### config.mk
export PLATFORM = sky130hd
export DESIGN_NAME = positional_list_store_flat
export DESIGN_NICKNAME = d
export VERILOG_FILES = /design/src/rtl/pls_pkg.sv /design/src/rtl/pls_if.sv /design/src/rtl/pls_cmp.sv /design/src/rtl/pls_mem.sv /design/src/rtl/pls_seq.sv /design/src/rtl/positional_list_store.sv /design/src/flat_wrapper.sv
export SDC_FILE = /design/constraint.sdc
export NUM_CORES = 1
export LEC_CHECK = 0
export BUFFER_PORTS_ARGS = -buffer_cell sky130_fd_sc_hd__buf_2
export CAP_MARGIN = 10
export CORE_ASPECT_RATIO = 0.9
export CORE_UTILIZATION = 45
export DETAILED_ROUTE_END_ITERATION = 7
export GPL_TIMING_DRIVEN = 0
export PLACE_DENSITY = 0.61
export SETUP_SLACK_MARGIN = 0.05
export SLEW_MARGIN = 20
export SYNTH_ARGS = -nofsm -noshare
export SYNTH_HDL_FRONTEND = slang
export SYNTH_SLANG_ARGS = --single-unit
### constraint.sdc
create_clock -name clk_i -period 5.2 [get_ports clk_i]
set_input_delay 0.26 -clock clk_i [delete_from_list [all_inputs] [get_ports clk_i]]
set_output_delay 0.26 -clock clk_i [all_outputs]
set_load 0.01 [all_outputs]
### src/rtl/pls_pkg.sv
package pls_pkg;

  localparam int unsigned CMD_W    = 4;
  localparam int unsigned VALUE_W  = 32;
  localparam int unsigned POS_W    = 8;
  localparam int unsigned STATUS_W = 3;
  localparam int unsigned FOUND_W  = 5;
  localparam int unsigned RDVAL_W  = 32;
  localparam int unsigned COUNT_W  = 5;

  typedef enum logic [CMD_W-1:0] {
    CMD_INS_FIRST = 4'd0,
    CMD_INS_LAST  = 4'd1,
    CMD_INS_AT    = 4'd2,
    CMD_DEL_FIRST = 4'd3,
    CMD_DEL_LAST  = 4'd4,
    CMD_DEL_AT    = 4'd5,
    CMD_SEARCH    = 4'd6,
    CMD_SORT      = 4'd7,
    CMD_READ_AT   = 4'd8
  } cmd_e;

  typedef enum logic [STATUS_W-1:0] {
    ST_OK       = 3'd0,
    ST_BADPOS   = 3'd1,
    ST_EMPTY    = 3'd2,
    ST_FULL     = 3'd3,
    ST_NOTFOUND = 3'd4
  } status_e;

  typedef enum logic [3:0] {
    S_IDLE,
    S_DECODE,
    S_SHIFT_UP,
    S_PUT,
    S_SHIFT_DN,
    S_SEARCH,
    S_READ,
    S_SORT_LOAD,
    S_SORT_STEP,
    S_SORT_END,
    S_DONE
  } state_e;

  typedef struct packed {
    logic eq;
    logic gt;
  } cmp_res_t;

  typedef struct packed {
    status_e              status;
    logic [FOUND_W-1:0]   found_index;
    logic [RDVAL_W-1:0]   read_value;
    logic [COUNT_W-1:0]   entry_count;
  } res_t;

endpackage

### src/rtl/pls_if.sv
interface pls_cmd_if import pls_pkg::*; ();
  logic                       valid;
  logic                       ready;
  logic [CMD_W-1:0]           command;
  logic signed [VALUE_W-1:0]  value;
  logic [POS_W-1:0]           position;

  modport source (output valid, command, value, position, input ready);
  modport sink (input valid, command, value, position, output ready);
endinterface

interface pls_rsp_if import pls_pkg::*; ();
  logic                       valid;
  logic                       ready;
  logic [STATUS_W-1:0]        status;
  logic [FOUND_W-1:0]         found_index;
  logic signed [RDVAL_W-1:0]  read_value;
  logic [COUNT_W-1:0]         entry_count;

  modport source (output valid, status, found_index, read_value, entry_count, input ready);
  modport sink (input valid, status, found_index, read_value, entry_count, output ready);
endinterface

### src/rtl/pls_cmp.sv
module pls_cmp import pls_pkg::*; #(
  parameter int unsigned DATA_WIDTH = 32
) (
  input  logic signed [DATA_WIDTH-1:0] a_i,
  input  logic signed [DATA_WIDTH-1:0] b_i,
  output cmp_res_t                     res_o
);

  assign res_o.eq = (a_i == b_i);
  assign res_o.gt = (a_i > b_i);

endmodule

### src/rtl/pls_mem.sv
module pls_mem #(
  parameter int unsigned ENTRIES    = 16,
  parameter int unsigned DATA_WIDTH = 32,
  localparam int unsigned IDX_W     = $clog2(ENTRIES)
) (
  input  logic                  clk_i,
  input  logic                  we_i,
  input  logic [IDX_W-1:0]      waddr_i,
  input  logic [DATA_WIDTH-1:0] wdata_i,
  input  logic [IDX_W-1:0]      raddr_i,
  output logic [DATA_WIDTH-1:0] rdata_o
);

  logic [DATA_WIDTH-1:0] mem_q [ENTRIES];
  logic [DATA_WIDTH-1:0] rdata_q;

  always_ff @(posedge clk_i) begin
    if (we_i) begin
      mem_q[waddr_i] <= wdata_i;
    end
  end

  always_ff @(posedge clk_i) begin
    rdata_q <= mem_q[raddr_i];
  end

  assign rdata_o = rdata_q;

endmodule

### src/rtl/pls_seq.sv
module pls_seq import pls_pkg::*; #(
  parameter int unsigned ENTRIES    = 16,
  parameter int unsigned DATA_WIDTH = 32,
  localparam int unsigned IDX_W     = $clog2(ENTRIES),
  localparam int unsigned CNT_W     = $clog2(ENTRIES + 1)
) (
  input  logic                         clk_i,
  input  logic                         rst_ni,
  input  logic                         cmd_valid_i,
  output logic                         cmd_ready_o,
  input  logic [CMD_W-1:0]             cmd_command_i,
  input  logic signed [VALUE_W-1:0]    cmd_value_i,
  input  logic [POS_W-1:0]             cmd_position_i,
  output logic                         res_valid_o,
  output res_t                         res_o,
  input  logic                         res_free_i,
  output logic                         mem_we_o,
  output logic [IDX_W-1:0]             mem_waddr_o,
  output logic [DATA_WIDTH-1:0]        mem_wdata_o,
  output logic [IDX_W-1:0]             mem_raddr_o,
  input  logic [DATA_WIDTH-1:0]        mem_rdata_i,
  output logic signed [DATA_WIDTH-1:0] cmp_a_o,
  output logic signed [DATA_WIDTH-1:0] cmp_b_o,
  input  cmp_res_t                     cmp_i
);

  localparam int unsigned CW = ((CNT_W > POS_W) ? CNT_W : POS_W) + 1;

  state_e                       state_q, state_d;
  logic [CMD_W-1:0]             cmd_q, cmd_d;
  logic signed [DATA_WIDTH-1:0] val_q, val_d;
  logic [POS_W-1:0]             pos_q, pos_d;
  logic [CNT_W-1:0]             cnt_q, cnt_d;
  logic [IDX_W-1:0]             ptr_q, ptr_d;
  logic [IDX_W-1:0]             tgt_q, tgt_d;
  logic [IDX_W-1:0]             bound_q, bound_d;
  logic [DATA_WIDTH-1:0]        carry_q, carry_d;
  logic                         phase_q, phase_d;
  status_e                      status_q, status_d;
  logic [FOUND_W-1:0]           found_q, found_d;
  logic [RDVAL_W-1:0]           rdval_q, rdval_d;

  logic [CW-1:0]    pos_x, cnt_x;
  logic             pos_bad_ins, pos_bad, is_full, is_empty, is_one;
  logic [IDX_W-1:0] pos_idx, last_idx, cnt_idx, ins_idx, del_idx, ptr_nxt, ptr_prv;
  logic [CNT_W-1:0] ptr_cnt;

  assign pos_x       = CW'(pos_q);
  assign cnt_x       = CW'(cnt_q);
  assign pos_bad_ins = (pos_q == '0) || (pos_x > (cnt_x + CW'(1)));
  assign pos_bad     = (pos_q == '0) || (pos_x > cnt_x);
  assign is_full     = (cnt_q == CNT_W'(ENTRIES));
  assign is_empty    = (cnt_q == '0);
  assign is_one      = (cnt_q == CNT_W'(1));
  assign pos_idx     = IDX_W'(pos_q - POS_W'(1));
  assign last_idx    = IDX_W'(cnt_q - CNT_W'(1));
  assign cnt_idx     = IDX_W'(cnt_q);
  assign ptr_nxt     = ptr_q + IDX_W'(1);
  assign ptr_prv     = ptr_q - IDX_W'(1);
  assign ptr_cnt     = CNT_W'(ptr_q) + CNT_W'(1);

  always_comb begin
    case (cmd_q)
      CMD_INS_FIRST: ins_idx = '0;
      CMD_INS_LAST:  ins_idx = cnt_idx;
      default:       ins_idx = pos_idx;
    endcase
    case (cmd_q)
      CMD_DEL_FIRST: del_idx = '0;
      CMD_DEL_LAST:  del_idx = last_idx;
      default:       del_idx = pos_idx;
    endcase
  end

  // One comparator serves both search (entry vs. key) and sort (carried vs. entry).
  assign cmp_a_o = (state_q == S_SORT_STEP) ? signed'(carry_q) : signed'(mem_rdata_i);
  assign cmp_b_o = (state_q == S_SORT_STEP) ? signed'(mem_rdata_i) : val_q;

  // Next state
  always_comb begin
    state_d = state_q;
    case (state_q)
      S_IDLE: begin
        if (cmd_valid_i) state_d = S_DECODE;
      end
      S_DECODE: begin
        case (cmd_q)
          CMD_INS_FIRST, CMD_INS_LAST, CMD_INS_AT: begin
            if (((cmd_q == CMD_INS_AT) && pos_bad_ins) || is_full) state_d = S_DONE;
            else if (ins_idx == cnt_idx) state_d = S_PUT;
            else state_d = S_SHIFT_UP;
          end
          CMD_DEL_FIRST, CMD_DEL_LAST: begin
            if (is_empty || (del_idx == last_idx)) state_d = S_DONE;
            else state_d = S_SHIFT_DN;
          end
          CMD_DEL_AT: begin
            if (pos_bad || (del_idx == last_idx)) state_d = S_DONE;
            else state_d = S_SHIFT_DN;
          end
          CMD_SEARCH: begin
            state_d = is_empty ? S_DONE : S_SEARCH;
          end
          CMD_SORT: begin
            state_d = (is_empty || is_one) ? S_DONE : S_SORT_LOAD;
          end
          CMD_READ_AT: begin
            state_d = pos_bad ? S_DONE : S_READ;
          end
          default: state_d = S_DONE;
        endcase
      end
      S_SHIFT_UP: begin
        if (phase_q && (ptr_q == tgt_q)) state_d = S_PUT;
      end
      S_PUT: state_d = S_DONE;
      S_SHIFT_DN: begin
        if (phase_q && (ptr_nxt == last_idx)) state_d = S_DONE;
      end
      S_SEARCH: begin
        if (phase_q && (cmp_i.eq || (ptr_q == last_idx))) state_d = S_DONE;
      end
      S_READ: begin
        if (phase_q) state_d = S_DONE;
      end
      S_SORT_LOAD: begin
        if (phase_q) state_d = S_SORT_STEP;
      end
      S_SORT_STEP: begin
        if (phase_q && (ptr_q == bound_q)) state_d = S_SORT_END;
      end
      S_SORT_END: begin
        state_d = (bound_q == IDX_W'(1)) ? S_DONE : S_SORT_LOAD;
      end
      S_DONE: begin
        if (res_free_i) state_d = S_IDLE;
      end
      default: state_d = S_IDLE;
    endcase
  end

  // Outputs and datapath
  always_comb begin
    cmd_d       = cmd_q;
    val_d       = val_q;
    pos_d       = pos_q;
    cnt_d       = cnt_q;
    ptr_d       = ptr_q;
    tgt_d       = tgt_q;
    bound_d     = bound_q;
    carry_d     = carry_q;
    phase_d     = 1'b0;
    status_d    = status_q;
    found_d     = found_q;
    rdval_d     = rdval_q;
    cmd_ready_o = 1'b0;
    res_valid_o = 1'b0;
    mem_we_o    = 1'b0;
    mem_waddr_o = ptr_q;
    mem_wdata_o = mem_rdata_i;
    mem_raddr_o = ptr_q;

    case (state_q)
      S_IDLE: begin
        cmd_ready_o = 1'b1;
        if (cmd_valid_i) begin
          cmd_d = cmd_command_i;
          val_d = DATA_WIDTH'(cmd_value_i);
          pos_d = cmd_position_i;
        end
      end
      S_DECODE: begin
        status_d = ST_OK;
        found_d  = '0;
        rdval_d  = '0;
        case (cmd_q)
          CMD_INS_FIRST, CMD_INS_LAST, CMD_INS_AT: begin
            tgt_d = ins_idx;
            ptr_d = last_idx;
            if ((cmd_q == CMD_INS_AT) && pos_bad_ins) status_d = ST_BADPOS;
            else if (is_full) status_d = ST_FULL;
          end
          CMD_DEL_FIRST, CMD_DEL_LAST, CMD_DEL_AT: begin
            ptr_d = del_idx;
            if ((cmd_q == CMD_DEL_AT) && pos_bad) status_d = ST_BADPOS;
            else if (is_empty) status_d = ST_EMPTY;
            else if (del_idx == last_idx) cnt_d = cnt_q - CNT_W'(1);
          end
          CMD_SEARCH: begin
            ptr_d = '0;
            if (is_empty) status_d = ST_EMPTY;
          end
          CMD_SORT: begin
            bound_d = last_idx;
            if (is_empty) status_d = ST_EMPTY;
          end
          CMD_READ_AT: begin
            ptr_d = pos_idx;
            if (pos_bad) status_d = ST_BADPOS;
          end
          default: status_d = ST_OK;
        endcase
      end
      S_SHIFT_UP: begin
        // move one entry up a place, walking down toward the gap
        phase_d = !phase_q;
        if (phase_q) begin
          mem_we_o    = 1'b1;
          mem_waddr_o = ptr_nxt;
          if (ptr_q != tgt_q) ptr_d = ptr_prv;
        end
      end
      S_PUT: begin
        mem_we_o    = 1'b1;
        mem_waddr_o = tgt_q;
        mem_wdata_o = val_q;
        cnt_d       = cnt_q + CNT_W'(1);
      end
      S_SHIFT_DN: begin
        // close the gap: read the entry above, write it one place down
        phase_d     = !phase_q;
        mem_raddr_o = ptr_nxt;
        if (phase_q) begin
          mem_we_o = 1'b1;
          if (ptr_nxt == last_idx) cnt_d = cnt_q - CNT_W'(1);
          else ptr_d = ptr_nxt;
        end
      end
      S_SEARCH: begin
        phase_d = !phase_q;
        if (phase_q) begin
          if (cmp_i.eq) found_d = FOUND_W'(ptr_cnt);
          else if (ptr_q == last_idx) status_d = ST_NOTFOUND;
          else ptr_d = ptr_nxt;
        end
      end
      S_READ: begin
        phase_d = !phase_q;
        if (phase_q) rdval_d = RDVAL_W'(signed'(mem_rdata_i));
      end
      S_SORT_LOAD: begin
        phase_d     = !phase_q;
        mem_raddr_o = '0;
        if (phase_q) begin
          carry_d = mem_rdata_i;
          ptr_d   = IDX_W'(1);
          phase_d = 1'b0;
        end
      end
      S_SORT_STEP: begin
        // carry the larger word forward, drop the smaller one behind it
        phase_d = !phase_q;
        if (phase_q) begin
          mem_we_o    = 1'b1;
          mem_waddr_o = ptr_prv;
          if (cmp_i.gt) begin
            mem_wdata_o = mem_rdata_i;
          end else begin
            mem_wdata_o = carry_q;
            carry_d     = mem_rdata_i;
          end
          if (ptr_q != bound_q) ptr_d = ptr_nxt;
        end
      end
      S_SORT_END: begin
        mem_we_o    = 1'b1;
        mem_waddr_o = bound_q;
        mem_wdata_o = carry_q;
        bound_d     = bound_q - IDX_W'(1);
      end
      S_DONE: begin
        res_valid_o = 1'b1;
      end
      default: begin
        cmd_ready_o = 1'b0;
      end
    endcase
  end

  assign res_o.status      = status_q;
  assign res_o.found_index = found_q;
  assign res_o.read_value  = rdval_q;
  assign res_o.entry_count = COUNT_W'(cnt_q);

  always_ff @(posedge clk_i or negedge rst_ni) begin
    if (!rst_ni) begin
      state_q <= S_IDLE;
      cnt_q   <= '0;
      phase_q <= 1'b0;
    end else begin
      state_q <= state_d;
      cnt_q   <= cnt_d;
      phase_q <= phase_d;
    end
  end

  always_ff @(posedge clk_i) begin
    cmd_q    <= cmd_d;
    val_q    <= val_d;
    pos_q    <= pos_d;
    ptr_q    <= ptr_d;
    tgt_q    <= tgt_d;
    bound_q  <= bound_d;
    carry_q  <= carry_d;
    status_q <= status_d;
    found_q  <= found_d;
    rdval_q  <= rdval_d;
  end

endmodule

### src/rtl/positional_list_store.sv
// Bounded ordered list of signed words driven by one command per word on cmd_i
// (insert first/last/at, delete first/last/at, search, stable ascending sort,
// read at a 1-based position); each command returns one word on rsp_o with a
// status, the match index, the read value and the entry count after the command.
// Entries sit in a single-port-read memory of ENTRIES words, and one shared
// comparator walks it under a small sequencer, so the block takes one command at
// a time and every touched entry is read, then written or compared. A command
// refused by its checks or an unused code goes straight to its result; an insert
// or delete moves the entries past its position, a search stops at the first
// match, and a sort makes repeated passes over a shrinking range of entries.
// A finished result waits in the output register while the next command is
// accepted.
module positional_list_store import pls_pkg::*; #(
  parameter int unsigned ENTRIES    = 16,
  parameter int unsigned DATA_WIDTH = 32
) (
  input  logic     clk_i,
  input  logic     rst_ni,
  pls_cmd_if.sink   cmd_i,
  pls_rsp_if.source rsp_o
);

  localparam int unsigned IDX_W = $clog2(ENTRIES);

  logic                         res_valid, res_free;
  res_t                         res;
  logic                         mem_we;
  logic [IDX_W-1:0]             mem_waddr, mem_raddr;
  logic [DATA_WIDTH-1:0]        mem_wdata, mem_rdata;
  logic signed [DATA_WIDTH-1:0] cmp_a, cmp_b;
  cmp_res_t                     cmp_res;
  logic                         rsp_valid_q, rsp_valid_d;
  res_t                         rsp_q, rsp_d;

  pls_seq #(
    .ENTRIES    (ENTRIES),
    .DATA_WIDTH (DATA_WIDTH)
  ) u_seq (
    .clk_i          (clk_i),
    .rst_ni         (rst_ni),
    .cmd_valid_i    (cmd_i.valid),
    .cmd_ready_o    (cmd_i.ready),
    .cmd_command_i  (cmd_i.command),
    .cmd_value_i    (cmd_i.value),
    .cmd_position_i (cmd_i.position),
    .res_valid_o    (res_valid),
    .res_o          (res),
    .res_free_i     (res_free),
    .mem_we_o       (mem_we),
    .mem_waddr_o    (mem_waddr),
    .mem_wdata_o    (mem_wdata),
    .mem_raddr_o    (mem_raddr),
    .mem_rdata_i    (mem_rdata),
    .cmp_a_o        (cmp_a),
    .cmp_b_o        (cmp_b),
    .cmp_i          (cmp_res)
  );

  pls_mem #(
    .ENTRIES    (ENTRIES),
    .DATA_WIDTH (DATA_WIDTH)
  ) u_mem (
    .clk_i   (clk_i),
    .we_i    (mem_we),
    .waddr_i (mem_waddr),
    .wdata_i (mem_wdata),
    .raddr_i (mem_raddr),
    .rdata_o (mem_rdata)
  );

  pls_cmp #(
    .DATA_WIDTH (DATA_WIDTH)
  ) u_cmp (
    .a_i   (cmp_a),
    .b_i   (cmp_b),
    .res_o (cmp_res)
  );

  // Output register: free when empty or being drained this cycle.
  assign res_free = !rsp_valid_q || rsp_o.ready;

  always_comb begin
    rsp_valid_d = rsp_valid_q;
    rsp_d       = rsp_q;
    if (res_valid && res_free) begin
      rsp_valid_d = 1'b1;
      rsp_d       = res;
    end else if (rsp_o.ready) begin
      rsp_valid_d = 1'b0;
    end
  end

  always_ff @(posedge clk_i or negedge rst_ni) begin
    if (!rst_ni) begin
      rsp_valid_q <= 1'b0;
    end else begin
      rsp_valid_q <= rsp_valid_d;
    end
  end

  always_ff @(posedge clk_i) begin
    rsp_q <= rsp_d;
  end

  assign rsp_o.valid       = rsp_valid_q;
  assign rsp_o.status      = rsp_q.status;
  assign rsp_o.found_index = rsp_q.found_index;
  assign rsp_o.read_value  = rsp_q.read_value;
  assign rsp_o.entry_count = rsp_q.entry_count;

endmodule

### src/flat_wrapper.sv
// flat-port wrapper written by rule: the top's interface ports become plain ports
module positional_list_store_flat import pls_pkg::*;
#(
  parameter int unsigned ENTRIES    = 16,
  parameter int unsigned DATA_WIDTH = 32
)
  (clk_i, rst_ni, cmd_i_valid, cmd_i_command, cmd_i_value, cmd_i_position, cmd_i_ready, rsp_o_valid, rsp_o_status, rsp_o_found_index, rsp_o_read_value, rsp_o_entry_count, rsp_o_ready);
  pls_cmd_if cmd_i_i ();
  pls_rsp_if rsp_o_i ();
  input  logic clk_i;
  input  logic rst_ni;
  input wire logic [$bits(cmd_i_i.valid)-1:0] cmd_i_valid;
  input wire logic [$bits(cmd_i_i.command)-1:0] cmd_i_command;
  input wire logic [$bits(cmd_i_i.value)-1:0] cmd_i_value;
  input wire logic [$bits(cmd_i_i.position)-1:0] cmd_i_position;
  output wire logic [$bits(cmd_i_i.ready)-1:0] cmd_i_ready;
  output wire logic [$bits(rsp_o_i.valid)-1:0] rsp_o_valid;
  output wire logic [$bits(rsp_o_i.status)-1:0] rsp_o_status;
  output wire logic [$bits(rsp_o_i.found_index)-1:0] rsp_o_found_index;
  output wire logic [$bits(rsp_o_i.read_value)-1:0] rsp_o_read_value;
  output wire logic [$bits(rsp_o_i.entry_count)-1:0] rsp_o_entry_count;
  input wire logic [$bits(rsp_o_i.ready)-1:0] rsp_o_ready;
  assign cmd_i_i.valid = cmd_i_valid;
  assign cmd_i_i.command = cmd_i_command;
  assign cmd_i_i.value = cmd_i_value;
  assign cmd_i_i.position = cmd_i_position;
  assign cmd_i_ready = cmd_i_i.ready;
  assign rsp_o_valid = rsp_o_i.valid;
  assign rsp_o_status = rsp_o_i.status;
  assign rsp_o_found_index = rsp_o_i.found_index;
  assign rsp_o_read_value = rsp_o_i.read_value;
  assign rsp_o_entry_count = rsp_o_i.entry_count;
  assign rsp_o_i.ready = rsp_o_ready;
  positional_list_store #(.ENTRIES(ENTRIES), .DATA_WIDTH(DATA_WIDTH)) u_core (.clk_i(clk_i), .rst_ni(rst_ni), .cmd_i(cmd_i_i), .rsp_o(rsp_o_i));
endmodule
* After elaboration in Yosys (flattened, before gate mapping)
Memory sizes are Yosys's and may differ from the RTL's. A register that Yosys moved wholly into a read port is not among the register bits. Cells that the tools add are included.
Word-level totals: flip-flop bits (word level) 184, bits in writable memories 512, input port bits 48, output and inout bits 47, memories 1
Operators by class: add/subtract/negate cells 8, order comparisons 3, eq/ne operators 57, muxes and demuxes 78, reduce and logical (&&, ||, !) cells 45
Memory list:
- u_core.u_mem.mem_q | depth 16, bits a word 32, read ports 1, clocked after Yosys merged registers in 1, wr ports 1, line pls_mem.sv:14 | logic [DATA_WIDTH-1:0] mem_q [ENTRIES];
Operator list (count):
- $mux 32 | 7
- $pmux 32 s2 | 2
- $mux 4 | 28
- $pmux 32 s3 | 1
- $pmux 4 s6 | 2
- $pmux 4 s11 | 1
- $ne 2x2->1 const B | 21
- $mux 5 | 8
- $eq 32x32->1 | 1
- $eq 4x3->1 const B | 8
- $gt 32x32->1 | 1
- $pmux 4 s2 | 4
- $pmux 4 s4 | 2
- $eq 4x4->1 | 6
- $eq 4x2->1 const B | 4
- $eq 4x4->1 const B | 4
- $pmux 5 s3 | 1
- $eq 4x1->1 const B | 3
- $pmux 3 s4 | 1
- $reduce_and 12->1 | 1
- $sub 4x1->4 const B | 3
- $mux 1 | 10
- $ne 2x1->1 const B | 5
- $pmux 5 s2 | 1
- other kinds (32) | 66

* Logic depth before layout (Yosys ltp)
depth after elaboration 8, mapped depth 17

* By module
From an unflattened synthesis, not the netlist that was laid out.
Second synthesis, totals: cell total of the unflattened synthesis 1885, area total of the unflattened synthesis 30321.6 µm²
Modules (own cells, without submodules):
- pls_mem | times used 1, cells each 838, area an instance 19835.3 µm²
- pls_seq | times used 1, cells each 884, area an instance 8236.6 µm²
- positional_list_store | times used 1, cells each 49, area an instance 1405.1 µm²
- pls_cmp | times used 1, cells each 114, area an instance 844.6 µm²

* Least setup slack after synthesis
Ideal clock, no wire load.
kind register to register, start point reg u_core.u_seq.state_q[0], end point mem u_core.u_mem.mem_q[0][0], enable pin, setup time 0.501 ns, arrival 4.833 ns, data required time 4.699 ns, slack -0.134 ns, cell stages (with the launch flop) 8, path buffers 1, cells stage by stage dfrtp_1 buf_4 clkinv_1 a211o_1 a222oi_1 a21boi_1 inv_1 nor4_1
On the way: cells in the longest elaborated chain, start to end 5
RTL lines:
- from (decl) | line pls_seq.sv:29 | state_e state_q, state_d;
- from (signal assigned) | line pls_seq.sv:291 | state_q <= state_d;
- $eq 4x4->1, or another cell as far along | line pls_seq.sv:163 | case (state_q)
- $reduce_or 3->1 (no line) / $reduce_or 2->1 (equally long branches)
- $pmux 1 s2 | line pls_seq.sv:163
- $mux 1 | line pls_mem.sv:18 | if (we_i) begin
- $mux 1 (not written as such) | line pls_mem.sv:19 | mem_q[waddr_i] <= wdata_i;
- to (decl) | line pls_mem.sv:14
Several ways; a longest one is shown, not always the timed one.

* Final worst setup path
start point reg u_core.u_seq.state_q[0], end point mem u_core.u_mem.mem_q[9][3], data pin
On the way: cells in the longest elaborated chain, start to end 6
RTL lines:
- $eq 4x4->1 | line pls_seq.sv:76, pls_seq.sv:77, pls_seq.sv:163
- $mux 32 (on tied branches) | line pls_seq.sv:76, pls_seq.sv:77
- $gt 32x32->1 | line pls_cmp.sv:10 | assign res_o.gt = (a_i > b_i);
- $mux 32 | line pls_seq.sv:256 | if (cmp_i.gt) begin
- $mux 32 | line pls_seq.sv:253 | if (phase_q) begin
- $pmux 32 s3 (*) | line pls_seq.sv:163
- net u_core.mem_wdata[3] | line positional_list_store.sv:29 | logic [DATA_WIDTH-1:0] mem_wdata, mem_rdata;
Mark *: on every way through the listed nets, which the timed path passes. The rest lies on a longest branch.

==> impl_metrics.csv <==
group,metric,value,unit
pwr,power.total,25.0,mW
floorplanning,core,68500,um^2
synthesis,synth-edff-count,685,
critical_path,cpMostUsedCell,"buf_4",
place,io_buffers,94,
floorplanning,die_x,279,um
timing,maxSlewViolCount,0,
min_path,hp-class,"in2reg",
final_layout,syn_to_final_growth,19.7,%
synthesis,syn-num-nets,2014,
global_route,overflow,0,
global_route,grt_pass1_wl,125000,um
synthesis,synth_ff_type,"edfxtp_1",
synthesis,syn_area,31200,um^2
final_layout,fin_util,54.5,%
floorplanning,initial_core_util,45.5,%
job,maxCapViolCount,0,
clocking,clock_path_buffers,3,
timing,min_period,4960,ps
critical_path,critPathCaptureType,"register",
critical_path,cpPeakStageDelay,590,ps
synthesis,synth_common_cells,"685 x edfxtp_1, 169 x nand2_1, 128 x mux4_2, 101 x a22oi_1",
clocking,cts_root_buffer,"clkbuf_16",
drt,drt-wirelength-per-cell,25.9,um
floorplanning,dieArea,70400,um^2
timing,final.setup.worst_slack,244,ps
synthesis,synth_most_common_cell,"edfxtp_1",
synthesis,synth.distinct_cells,82,
clocking,insertion_delay,630,ps
synthesis,yosysTopAreaCellShare,66.0,%
global_route,antenna_found_initial,5,
drt,viasPerCell,5.97,
drt,drt_first_iter_violations,1962,
timing,fin_tns_setup,0,ps
timing,tightestPinTransition,1050,ps
timing,setup_viol,0,
clocking,clk_pin_slew,70,ps
drt,dr.pass1.iters,6,
critical_path,required,5670,ps
synthesis,ys_async_sr_fraction,1.51,%
global_route,grt_use_total,24.0,%
critical_path,cp_cell_sequence,"buf_4, or4b_1, buf_2, buf_4, clkbuf_2, nand2_1, nand2_1, ha_1, nand3_1, or4_1, a21oi_1, nand4b_1, and3_1, clkbuf_4, clkbuf_4, o31ai_1, a22oi_2, buf_4",
synthesis,post_synth_inst_count,1914,
timing,holdWs,41.2,ps
timing,rsz0062_at_grt,"false",
final_layout,drive_gt1_share,24.6,%
outcome,status,"finished, final reports clean",
place,preCtsSetupSlack,-1570,ps
drt,drc,0,
synthesis,syn_area_per_cell,16.3,um^2
critical_path,cpMaxStageDelayCell,"or4_1",
timing,relSlewSlack,29.9,%
drt,num_vias,19304,
place,globalplace.congestion,0.910,
pwr,vdd_drop_max,0.325,mV
timing,post-route-period-util,95.3,%
pwr,cellLeakagePower,12.9,nW
drt,antenna_left,0,
final_layout,final_nets,2344,
critical_path,reg2reg_depth,18,
critical_path,cp_max_fo,12,
clocking,htree_levels,3,
place,dp_hpwl,58900,um
floorplanning,die_h,252,um
synthesis,synth_seq_cells,728,
min_path,min_path_cells,3,
synthesis,yosysTopAreaCell,"edfxtp_1",
critical_path,crit_type,"reg2reg",
pwr,power_density,669,nW/um^2
critical_path,startpoint_type,"register",
synthesis,ys_top_cells_by_area,"edfxtp_1 66%, mux4_2 9.2%, a22oi_1 2.4%",
critical_path,crit_arrival,5430,ps
timing,finalHoldViolations,0,
drt,wl,83900,um
synthesis,yosysSeqAreaShare,68.9,%
clocking,clkSinkCount,728,
timing,fmax,202,MHz
clocking,cts_tree,"yes",
timing,fin_skew,26.9,ps
synthesis,yosysWarnings,0,
floorplanning,row_count,91,
global_route,grt_pass1_vias,19084,
clocking,numCtsBuffers,74,
global_route,grt_max_degree,33,
floorplanning,io_pins,95,
metal layers:
layer / global-route usage (%) / up-vias / share of wire (%)
li1: - / 8409 / -
met1: 35.9 / 9950 / 45
met2: 36.4 / 836 / 45
met3: 4.71 / 109 / 7.9
met4: 5.70 / 0 / 2.0
met5: 0 / - / 0
worst max-delay path, delay by kind of cell, from the launching register on:
kind,cells,cell delay [ps]
buffers and inverters,7,1540
and+or+nand+nor,7,1840
adders and majority gates,1,300
AOI/OAI and AO/OA,3,660
DFF,1,420
cells by family (layout without fill, tap and decap cells):
| kind of cell | Yosys count | after routing | synth area share [%] |
|---|---|---|---|
| DFF | 728 | 728 | 68.9 |
| and+or+nand+nor | 413 | 413 | 6.54 |
| AOI/OAI and AO/OA | 369 | 369 | 8.86 |
| muxes | 171 | 171 | 10.6 |
| buffers and inverters | 147 | 535 | 2.03 |
| adders and majority gates | 52 | 52 | 2.09 |
| xor gates and xnor gates | 34 | 34 | 0.955 |
| other | 0 | 1 | 0 |
per-stage QoR:
step           instance area, um^2  std cells
3_3_place_gp                 32800       2938
5_1_grt                      37300       3232
4_1_cts                      37300       3230
6_report                     37300       3233
3_5_place_dp                 33800       3015
2_1_floorplan                31200       1914
worst paths after layout:
kind                                                        start                               endpoint  slack (ps)
min reg2reg                u_core.u_seq.rdval_q[12]$_SDFFCE_PN0P_  u_core.rsp_o.read_value[12]$_DFFE_PP_         410
min in group asynchronous                                  rst_ni    u_core.u_seq.state_q[0]$_DFFE_PN0P_          80
min                                                   rsp_o_ready         u_core.rsp_o.valid$_DFFE_PN0P_          40
max                           u_core.u_seq.state_q[0]$_DFFE_PN0P_     u_core.u_mem.mem_q[9][3]$_DFFE_PP_         240
max in group asynchronous                                  rst_ni    u_core.u_seq.state_q[1]$_DFFE_PN0P_        4870
max reg2reg                   u_core.u_seq.state_q[0]$_DFFE_PN0P_     u_core.u_mem.mem_q[9][3]$_DFFE_PP_         240
layout by cell type (no fill, tap or decap), types with 39 or more instances in the layout:
cell type / n
clkbuf_1: 68
ha_1: 52
edfxtp_1: 685
nand2b_1: 39
nor2_1: 56
a22oi_1: 73
a221oi_1: 68
buf_4: 87
buf_2: 121
mux2i_1: 43
nand2_1: 168
mux4_2: 128
dlygate4sd3_1: 45
clkbuf_16: 76
area by class of cell:
class | instances | area, um^2
clock buffer | 96 | 2020
inverter | 26 | 97.6
timing repair buffer | 254 | 2170
fill | 5488 | 31200
sequential | 728 | 21500
tap | 930 | 1160
antenna | 1 | 2.50
buffer | 121 | 577
clock inverter | 38 | 449
multi-input combinational | 1039 | 9370
flip-flops by register name, indices dropped and copies added (netlist names), 3 cells and up:
name and cells:
u_core.u_seq.carry_q 32, u_core.u_seq.rdval_q 32, u_core.rsp_o.status 3, u_core.u_seq.pos_q 8
u_core.u_seq.tgt_q 4, u_core.u_seq.ptr_q 4, u_core.u_seq.cmd_q 4, u_core.rsp_o.found_index 5
u_core.u_seq.state_q 4, u_core.u_mem.rdata_o 32, u_core.u_mem.mem_q 512, u_core.u_seq.status_q 3
u_core.rsp_o.read_value 32, u_core.u_seq.found_q 5, u_core.u_seq.cnt_q 5, u_core.u_seq.val_q 32
u_core.u_seq.bound_q 4, u_core.rsp_o.entry_count 5
what timing repair did:
action / in CTS / in global routing
hold buffers: 45 / 0
setup endpoints to repair: 550 / 459
pin swaps: 25 / 3
gates cloned: 0 / 0
setup buffers: 36 / 2
hold endpoints to repair: 55 / 0
gates resized for setup: 44 / 38
report_power, final:
group | switching (mW) | total, mW | internal [mW]
Combinational | 6.44 | 10.4 | 3.91
Sequential | 0.529 | 9.24 | 8.71
Clock | 2.25 | 5.37 | 3.12
No activity file was read; power rests on OpenSTA's default activity.
